**src/rtl/core/bfs_pkg.sv**
```systemverilog
// Package for the bitmap find/set/clear engine.
// Command codes, item structs, priority encoder masks and size defaults.
// No dependencies.
`default_nettype none

package bfs_pkg;

    // Default number of 32-bit words in the bitmap
    localparam int BFS_WORDS_DEF = 8;

    // Command codes
    localparam logic [2:0] CMD_WORD_FFS  = 3'd0;
    localparam logic [2:0] CMD_SET       = 3'd1;
    localparam logic [2:0] CMD_CLEAR     = 3'd2;
    localparam logic [2:0] CMD_GET       = 3'd3;
    localparam logic [2:0] CMD_FIRST_SET = 3'd4;
    localparam logic [2:0] CMD_NEXT_ZERO = 3'd5;
    localparam logic [2:0] CMD_NEXT_SET  = 3'd6;

    // Binary-search masks of the lowest-set-bit encoder
    localparam logic [31:0] PENC_MASK16 = 32'h0000_ffff;
    localparam logic [31:0] PENC_MASK8  = 32'h00ff_0000;
    localparam logic [31:0] PENC_MASK4  = 32'h0f00_0000;
    localparam logic [31:0] PENC_MASK2  = 32'h3000_0000;
    localparam logic [31:0] PENC_MASK1  = 32'h4000_0000;

    // Command item
    typedef struct packed {
        logic [2:0]  cmd;
        logic [7:0]  bit_index;
        logic [8:0]  search_limit;
        logic [31:0] data_word;
    } t_cmd_item;

    // Result item
    typedef struct packed {
        logic [8:0] found_index;
        logic       bit_value;
    } t_result_item;

endpackage

`default_nettype wire

```
**src/rtl/core/bfs_ram.sv**
```systemverilog
// Generic single-write, single-read RAM with registered read data.
// No dependencies.
`default_nettype none

module bfs_ram #(
    parameter int WIDTH = 32,
    parameter int DEPTH = 8,
    parameter int AW    = 3
) (
    input  wire logic             i_clk,
    input  wire logic             i_we,
    input  wire logic [AW-1:0]    i_waddr,
    input  wire logic [WIDTH-1:0] i_wdata,
    input  wire logic [AW-1:0]    i_raddr,
    output logic      [WIDTH-1:0] o_rdata
);

    logic [WIDTH-1:0] r_mem [DEPTH];
    logic [WIDTH-1:0] r_rdata;

    // Write port
    always_ff @(posedge i_clk) begin
        if (i_we) begin
            r_mem[i_waddr] <= i_wdata;
        end
    end

    // Registered read port
    always_ff @(posedge i_clk) begin
        r_rdata <= r_mem[i_raddr];
    end

    assign o_rdata = r_rdata;

endmodule

`default_nettype wire

```
**src/rtl/core/bfs_penc.sv**
```systemverilog
// Lowest-set-bit encoder over one 32-bit word, five halving steps.
// A zero word encodes as 31. Depends on bfs_pkg.
`default_nettype none

module bfs_penc
    import bfs_pkg::*;
(
    input  wire logic [31:0] i_word,
    output logic      [4:0]  o_pos
);

    always_comb begin
        logic [31:0] w;
        logic [4:0]  k;
        w = i_word;
        k = 5'd31;
        if (|(w & PENC_MASK16)) begin
            k = k - 5'd16;
            w = w << 16;
        end
        if (|(w & PENC_MASK8)) begin
            k = k - 5'd8;
            w = w << 8;
        end
        if (|(w & PENC_MASK4)) begin
            k = k - 5'd4;
            w = w << 4;
        end
        if (|(w & PENC_MASK2)) begin
            k = k - 5'd2;
            w = w << 2;
        end
        if (|(w & PENC_MASK1)) begin
            k = k - 5'd1;
        end
        o_pos = k;
    end

endmodule

`default_nettype wire

```
**src/rtl/core/bitmap_find_set_clear_engine_unit.sv**
```systemverilog
// Bitmap find/set/clear engine, top level: sequencer, bitmap RAM, shared encoder.
// Depends on bfs_pkg, bfs_ram, bfs_penc.
//
// Usage:
//   An item (i_cmd) is taken at a rising edge with start high and busy low.
//   Every item gives exactly one result on o_result, shown for one cycle with
//   o_valid high. The receiver cannot stall; the result must be taken then.
// Sequence from the accepted item to its result:
//   word_ffs, unused code, out-of-store bit ops, searches whose offset is at
//   or above the limit: no wait state, busy stays low (one item per cycle).
//   set / clear / get: RAM read, then modify/write or report in S_MOD.
//   searches: one S_SCAN step per word, at most min(BITMAP_WORDS, 16)
//   words (8 with the default size). The scan reads one word per cycle from the
//   RAM read port and tests it with the single 32-bit lowest-set-bit encoder.
// Reset:
//   i_rst_n low for one edge empties the bitmap at once (per-word valid
//   flags), drops any item at work and clears o_valid. No clearing pass.
`default_nettype none

module bitmap_find_set_clear_engine_unit
    import bfs_pkg::*;
#(
    parameter int BITMAP_WORDS = BFS_WORDS_DEF
) (
    input  wire logic         i_clk,
    input  wire logic         i_rst_n,
    input  wire logic         start,
    input  wire t_cmd_item    i_cmd,
    output logic              busy,
    output logic              o_valid,
    output t_result_item      o_result
);

    localparam int AW         = (BITMAP_WORDS > 1) ? $clog2(BITMAP_WORDS) : 1;
    localparam int WN_W       = (AW > 4) ? AW : 4;
    localparam int BW         = WN_W + 6;
    localparam int STORE_BITS = BITMAP_WORDS * 32;
    localparam logic [8:0] STORE_LIM = (STORE_BITS > 511) ? 9'd511 : 9'(STORE_BITS);
    localparam logic [8:0] FOUND_MAX = (STORE_LIM > 9'd255) ? STORE_LIM : 9'd255;

    localparam logic [1:0] S_IDLE = 2'd0;
    localparam logic [1:0] S_MOD  = 2'd1;
    localparam logic [1:0] S_SCAN = 2'd2;

    logic [1:0]        r_state, n_state;
    logic [2:0]        r_cmd, n_cmd;
    logic [8:0]        r_start, n_start;
    logic [8:0]        r_lim, n_lim;
    logic [WN_W-1:0]   r_word, n_word;
    logic [WN_W-1:0]   r_eval_word, n_eval_word;
    logic              r_done, n_done;
    t_result_item      r_out, n_out;
    logic [BITMAP_WORDS-1:0] r_valid;

    logic              acc;
    logic [8:0]        in_start;
    logic [8:0]        in_lim;
    logic [WN_W-1:0]   in_word;
    logic              in_store;

    logic              ram_we;
    logic [AW-1:0]     ram_raddr;
    logic [31:0]       ram_wdata;
    logic [31:0]       ram_rdata;
    logic [31:0]       cur_word;
    logic [31:0]       bit_mask;

    logic [BW-1:0]     base, end_x, lim_x, start_x;
    logic              full_hi;
    logic [4:0]        lo5;
    logic [31:0]       scan_mask;
    logic [31:0]       cand;
    logic              hit;
    logic [31:0]       enc_in;
    logic [4:0]        enc_pos;

    // Input decode
    assign busy     = (r_state != S_IDLE);
    assign acc      = start && !busy;
    assign in_start = (i_cmd.cmd == CMD_FIRST_SET) ? 9'd0 : {1'b0, i_cmd.bit_index};
    assign in_lim   = (i_cmd.search_limit > STORE_LIM) ? STORE_LIM : i_cmd.search_limit;
    assign in_word  = (i_cmd.cmd == CMD_FIRST_SET) ? '0 : WN_W'(i_cmd.bit_index[7:5]);
    assign in_store = ({1'b0, i_cmd.bit_index} < STORE_LIM);

    // Bitmap store
    assign ram_raddr = (r_state == S_SCAN) ? r_word[AW-1:0] : in_word[AW-1:0];
    assign ram_we    = (r_state == S_MOD) && (r_cmd != CMD_GET);
    assign bit_mask  = 32'd1 << r_start[4:0];
    assign cur_word  = r_valid[r_eval_word[AW-1:0]] ? ram_rdata : '0;
    assign ram_wdata = (r_cmd == CMD_SET) ? (cur_word | bit_mask) : (cur_word & ~bit_mask);

    bfs_ram #(
        .WIDTH (32),
        .DEPTH (BITMAP_WORDS),
        .AW    (AW)
    ) u_ram (
        .i_clk   (i_clk),
        .i_we    (ram_we),
        .i_waddr (r_eval_word[AW-1:0]),
        .i_wdata (ram_wdata),
        .i_raddr (ram_raddr),
        .o_rdata (ram_rdata)
    );

    // Per-word written flags; an unwritten word reads as zero
    always_ff @(posedge i_clk) begin
        if (!i_rst_n) begin
            r_valid <= '0;
        end else if (ram_we) begin
            r_valid[r_eval_word[AW-1:0]] <= 1'b1;
        end
    end

    // Window of the word under test: [max(start, base), min(lim, base + 32))
    assign base      = {1'b0, r_eval_word, 5'b0};
    assign end_x     = base + BW'(32);
    assign lim_x     = BW'(r_lim);
    assign start_x   = BW'(r_start);
    assign full_hi   = (lim_x >= end_x);
    assign lo5       = (start_x > base) ? r_start[4:0] : 5'd0;
    assign scan_mask = ({32{1'b1}} << lo5)
                     & (full_hi ? {32{1'b1}} : ((32'd1 << r_lim[4:0]) - 32'd1));
    assign cand      = ((r_cmd == CMD_NEXT_ZERO) ? ~cur_word : cur_word) & scan_mask;
    assign hit       = |cand;

    // Shared encoder: supplied word when idle, masked bitmap word while scanning
    assign enc_in = (r_state == S_SCAN) ? cand : i_cmd.data_word;

    bfs_penc u_penc (
        .i_word (enc_in),
        .o_pos  (enc_pos)
    );

    // Sequencer
    always_comb begin
        n_state     = r_state;
        n_cmd       = r_cmd;
        n_start     = r_start;
        n_lim       = r_lim;
        n_word      = r_word;
        n_eval_word = r_eval_word;
        n_done      = 1'b0;
        n_out       = '0;
        case (r_state)
            S_IDLE: begin
                if (acc) begin
                    n_cmd       = i_cmd.cmd;
                    n_start     = in_start;
                    n_lim       = in_lim;
                    n_eval_word = in_word;
                    n_word      = in_word + WN_W'(1);
                    case (i_cmd.cmd)
                        CMD_WORD_FFS: begin
                            n_done            = 1'b1;
                            n_out.found_index = {4'd0, enc_pos};
                        end
                        CMD_SET, CMD_CLEAR, CMD_GET: begin
                            if (in_store) begin
                                n_state = S_MOD;
                            end else begin
                                n_done = 1'b1;
                            end
                        end
                        CMD_FIRST_SET, CMD_NEXT_ZERO, CMD_NEXT_SET: begin
                            if (in_start >= in_lim) begin
                                n_done            = 1'b1;
                                n_out.found_index = in_start;
                            end else begin
                                n_state = S_SCAN;
                            end
                        end
                        default: begin
                            n_done = 1'b1;
                        end
                    endcase
                end
            end
            S_MOD: begin
                n_done  = 1'b1;
                n_state = S_IDLE;
                if (r_cmd == CMD_GET) begin
                    n_out.bit_value = cur_word[r_start[4:0]];
                end
            end
            S_SCAN: begin
                if (hit) begin
                    n_done            = 1'b1;
                    n_out.found_index = 9'({r_eval_word, enc_pos});
                    n_state           = S_IDLE;
                end else if (end_x >= lim_x) begin
                    n_done            = 1'b1;
                    n_out.found_index = r_lim;
                    n_state           = S_IDLE;
                end else begin
                    n_eval_word = r_word;
                    n_word      = r_word + WN_W'(1);
                end
            end
            default: begin
                n_state = S_IDLE;
            end
        endcase
    end

    // Control registers
    always_ff @(posedge i_clk) begin
        if (!i_rst_n) begin
            r_state <= S_IDLE;
            r_done  <= 1'b0;
        end else begin
            r_state <= n_state;
            r_done  <= n_done;
        end
    end

    // Item and result payload
    always_ff @(posedge i_clk) begin
        r_cmd       <= n_cmd;
        r_start     <= n_start;
        r_lim       <= n_lim;
        r_word      <= n_word;
        r_eval_word <= n_eval_word;
        r_out       <= n_out;
    end

    assign o_valid  = r_done;
    assign o_result = r_out;

    // A result only follows an accepted item or work in progress
    a_result_cause: assert property (@(posedge i_clk) disable iff (!i_rst_n)
        o_valid |-> ($past(start && !busy) || $past(busy)))
        else $error("result without an item at work");

    // A scanned word always starts below the effective limit
    a_scan_in_range: assert property (@(posedge i_clk) disable iff (!i_rst_n)
        (r_state == S_SCAN) |-> (base < lim_x))
        else $error("scan past the search limit");

    // The scan moves one word per cycle
    a_scan_step: assert property (@(posedge i_clk) disable iff (!i_rst_n)
        ((r_state == S_SCAN) && $past(r_state == S_SCAN))
            |-> (r_eval_word == $past(r_eval_word) + WN_W'(1)))
        else $error("scan skipped or repeated a word");

    // Found index stays within the larger of the store limit and the top offset
    a_found_range: assert property (@(posedge i_clk) disable iff (!i_rst_n)
        o_valid |-> (o_result.found_index <= FOUND_MAX))
        else $error("found index out of range");

    // Only a get reports a set bit value
    a_bit_value_get: assert property (@(posedge i_clk) disable iff (!i_rst_n)
        (o_valid && o_result.bit_value) |-> $past(r_cmd == CMD_GET))
        else $error("bit value on a command other than get");

endmodule

`default_nettype wire
```
**config.mk**
```make
export PLATFORM = sky130hd
export DESIGN_NAME = bitmap_find_set_clear_engine_unit
export DESIGN_NICKNAME = d
export VERILOG_FILES = /design/src/rtl/core/bfs_pkg.sv /design/src/rtl/core/bfs_ram.sv /design/src/rtl/core/bfs_penc.sv /design/src/rtl/core/bitmap_find_set_clear_engine_unit.sv
export SDC_FILE = /design/constraint.sdc
export NUM_CORES = 1
export LEC_CHECK = 0
export BUFFER_PORTS_ARGS = -buffer_cell sky130_fd_sc_hd__clkbuf_2
export CAP_MARGIN = 10
export CORE_MARGIN = 5
export CORE_UTILIZATION = 60
export CTS_CLUSTER_DIAMETER = 120
export DETAILED_ROUTE_END_ITERATION = 10
export GPL_TIMING_DRIVEN = 0
export PLACE_DENSITY = 0.82
export SLEW_MARGIN = 20
export SYNTH_ARGS = -nofsm -noshare
export SYNTH_HDL_FRONTEND = slang
export SYNTH_HIERARCHICAL = 1
export SYNTH_SLANG_ARGS = --single-unit
```
**constraint.sdc**
```tcl
create_clock -name i_clk -period 11.6 [get_ports i_clk]
set_input_delay 0.58 -clock i_clk [delete_from_list [all_inputs] [get_ports i_clk]]
set_output_delay 0.58 -clock i_clk [all_outputs]
set_load 0.01 [all_outputs]
```
======== Word level (Yosys, flattened, before mapping) ========
Memories as Yosys holds them, arrays and structs flattened. A register that Yosys moved wholly into a read port is not among the register bits.
Cells that the tools add are included.
operators by class
  $add $sub $neg .......................... 8
  $lt $le $gt $ge ......................... 8
  equal/unequal tests ..................... 18
  shift operators ......................... 3
  muxes and demuxes ....................... 53
  bitwise logic cells ..................... 7
  reductions and logical operators ........ 19
operators by type and width
  cell                     number
  $mux W31                 5
  $mux W32                 4
  $and A32 B32 Y32         3
  $not A32 Y32             2
  $shl A1 B5 Y32 const A   2
  $or A32 B32 Y32          1
  $reduce_or A32 Y1        1
  $shl A32 B5 Y32 const A  1
  $sub A32 B1 Y32 const B  1
  $mux W5                  6
  $mux W9                  3
  $mux W4                  6
  $mux W8                  3
  $pmux W9 S2              1
  $pmux W4 S2              2
  $pmux W8 S2              1
  $reduce_or A16 Y1        1
  $eq A3 B3 Y1 const B     4
  $add A9 B6 Y10 const B   1
  $ge A10 B9 Y1            1
  $ge A9 B10 Y1            1
  $eq A3 B2 Y1 const B     3
  $ge A8 B9 Y1             1
  $gt A9 B9 Y1             1
  other kinds (38)         61
word-level totals
  bits in registers ....................... 50
  RAM bits ................................ 256
  word-level logic and storage cells ...... 127
  memories kept ........................... 1
memories
  name         depth  bits a word  read ports  clocked after Yosys merged registers in  wr ports  RTL line       RTL
  u_ram.r_mem  8      32           1           1                                        1         bfs_ram.sv:18  logic [WIDTH-1:0] r_mem [DEPTH];

======== Depth between registers and ports, before layout ========
  word-level depth ........................ 20
  depth in mapped cells ................... 23
  gate-level depth less buffers ........... 19

======== Cells and area by module ========
The synthesis kept the hierarchy.
by module, submodules not included
  module                             instances  cells each  area each (sq um)
  bfs_ram                            1          415         10466.3
  bitmap_find_set_clear_engine_unit  1          709         5368.9
  bfs_penc                           1          44          315.3

======== Least setup slack after synthesis ========
Ideal clock, no wire load.
  path kind ............................... register to register
  from .................................... register r_eval_word[1]
  to ...................................... register r_out (netlist bit o_result[1])
  library setup time ...................... 0.130 ns
  data arrival time ....................... 4.204 ns
  required time ........................... 11.470 ns
  path slack .............................. 7.266 ns
  cell stages (with the launch flop) ...... 19
  clock period less this slack ............ 4.334 ns
  cells stage by stage .................... edfxtp_1 > ha_1 > xor2_1 > ha_1 > and3_1 > and3_1 > clkbuf_1 > o21ai_1 > clkbuf_1 > o2111ai_1 > o21ai_0 > or4_4 > o41ai_2 > nor2_1 > a211oi_2 > o221ai_2 > o21a_1 > a22oi_1 > o22ai_1
RTL lines
  item                    RTL line                                  RTL
  from (decl)             bitmap_find_set_clear_engine_unit.sv:50   logic [WN_W-1:0] r_eval_word, n_eval_word;
  from (signal assigned)  bitmap_find_set_clear_engine_unit.sv:222  r_eval_word <= n_eval_word;
  to (signal assigned)    bitmap_find_set_clear_engine_unit.sv:223  r_out <= n_out;
  to (decl)               bitmap_find_set_clear_engine_unit.sv:52   t_result_item r_out, n_out;

==> flow_metrics.tcl <==
set metrics [dict create \
    grt_setup_unrepaired "false" \
    fin_crit_ns 5.73 \
    max-vdd-ir-drop_mv 0.157 \
    antenna_found_initial 0 \
    hp-class "input pin to register" \
    drc 0 \
    final-hold-violation-count 0 \
    cts_hold_buf 0 \
    chipWidth_um 174 \
    finalSetupViolCount 0 \
    end_kind "register" \
    firstDrtPassIters 5 \
    fp.coreArea_mm2 0.0267 \
    yosys_warnings 6 \
    critPathBufInv 3 \
    wl_um 47300 \
    dieHeight_um 174 \
    fillCellCount 1865 \
    power_leakage_nw 6.35 \
    viasPerCell 6.83 \
    post-route-period-util_pct 49.4 \
    grt_max_degree 23 \
    clock-sinks 337 \
    status "completed" \
    grt_pass1_vias 10900 \
    wl_per_cell_um 28.7 \
    ant_nets 0 \
    grt.total_usage_pct 30.9 \
    diodes 0 \
    syn_inst 1164 \
    slew_headroom_pct 24.2 \
    rows 60 \
    power_mw 2.84 \
    place_hpwl_um 33300 \
    synth_area_mm2 0.0161 \
    gp_congestion 1.04 \
    fin_setup_tns_ns 0 \
    root_buffer "clkbuf_16" \
    place_ws_ns 6.11 \
    final_cell_count_no_fill 1647 \
    maxCapViolCount 0 \
    syn_area_per_cell_um2 13.9 \
    tightest_slew_ns 1.13 \
    start_util_pct 60.3 \
    portBuffers 65 \
    die_area_mm2 0.0303 \
    cp_slowest_cell "o21ai_1" \
    fin_skew_ns 0.0268 \
    h-tree-depth 2 \
    num_vias 11200 \
    critPathLaunchType "register" \
    cts_tree "done" \
    cts_setup_buffers 0 \
    path_clk_slew_ns 0.06 \
    critPathKind "register to register" \
    setup_ws_ns 5.87 \
    numCtsBuffers 35 \
    synth_nets 1237 \
    grt-ovfl-total 0 \
    crit_arrival_ns 6.18 \
    cpLargestDelayFamily "compound AO/OA/AOI/OAI gates" \
    multi_input_area_mm2 0.00609 \
    regArea_mm2 0.00959 \
    placed_cells 1584 \
    grt_first_pass_wirelength_um 70100 \
    slew_viol_final 0 \
    max_freq_mhz 175 \
    dr.first_iter.drc_count 1366 \
    cts_resized 0 \
    nets 1353 \
    max_stage_delay_ns 0.73 \
    crit_required_ns 12.05 \
    syn_to_final_growth_pct 13.5 \
    power_density_mw_per_mm2 155 \
    final_cell_mix "edfxtp_1 (284), nand2_1 (99), clkbuf_2 (65), clkbuf_1 (55), dfxtp_1 (53)" \
    clk_latency_ns 0.54 \
    clk_path_buf_depth 3 \
    final_layout_size_suffix_gt1_share_pct 19.9 \
    crit_fanout 12 \
    ioPinCount 67 \
    mostFrequentLayoutCell "edfxtp_1" \
    worstPathCellList "ha_1, xor2_1, ha_1, and3_1, and3_1, clkbuf_1, o21ai_1, clkbuf_1, o211ai_1, o21ai_0, nor4_2, and4_1, buf_2, a21oi_1, o21ai_0, a21oi_1, nor2b_1, mux2i_1, o22ai_1" \
]
==> path summary, 6_finish.rpt <==
kind | startpoint | to | slack, ns | cells past startpoint
setup reg to reg | r_eval_word[1] | o_result[2] | 5.87 | 19
hold reg to reg | r_valid[6] | r_valid[6] | 0.48 | 2
setup / recovery | r_eval_word[1] | o_result[2] | 5.87 | 19
hold / removal | i_rst_n | r_valid[3] | 0.30 | 2
==> metrics by stage <==
stage	util, %	cell area [um2]	hold WS [ns]
after floorplan	-	16100	0.432
final	68.5	18300	0.298
after global placement	63.2	16900	0.446
after CTS	68.5	18300	0.280
after global routing	68.5	18300	0.308
after detailed placement	64.2	17100	0.461
==> worst reg2reg max path: cells and delay by family, from the launching register on <==
kind | cells | cell delay [ns]
AOI/OAI and AO/OA | 7 | 2.15
xor gates and xnor gates | 1 | 0.18
adders and majority gates | 2 | 0.57
buffers and inverters | 3 | 0.86
DFF | 1 | 0.61
muxes | 1 | 0.14
and+or+nand+nor | 5 | 1.14
==> power by group <==
| group | total, mW | switching, mW | internal (mW) |
|---|---|---|---|
| clock network | 1.11 | 0.461 | 0.654 |
| registers | 1.37 | 0.0333 | 1.34 |
| logic | 0.355 | 0.215 | 0.140 |
| total | 2.84 | 0.710 | 2.13 |
==> area by class of cell <==
type                            instances  area share (%)
Clock buffer                           49            5.45
Timing Repair Buffer                   79            2.90
Inverter                               34           0.697
Tap cell                              341            2.33
Buffer                                 77            2.14
Sequential cell                       337            52.4
Multi-Input combinational cell        716            33.3
Clock inverter                         14           0.847
==> per-layer routing <==
metal  GRT usage (%)  routed length [um]  up-vias
li1                -                   -     4838
met1            43.2               18800     5622
met2            50.9               22900      675
met3            4.89                4040      114
met4            9.27                1550        0
met5               0                   0        -
==> state kept, by name (all words and copies together) (netlist names) <==
signal / flops
r_word: 4
u_ram/o_rdata: 32
r_start: 8
o_valid: 1
r_lim: 9
r_valid: 8
r_eval_word: 4
o_result: 10
u_ram/r_mem: 256
r_state: 2
r_cmd: 3
(Power assumes the default switching activity.)
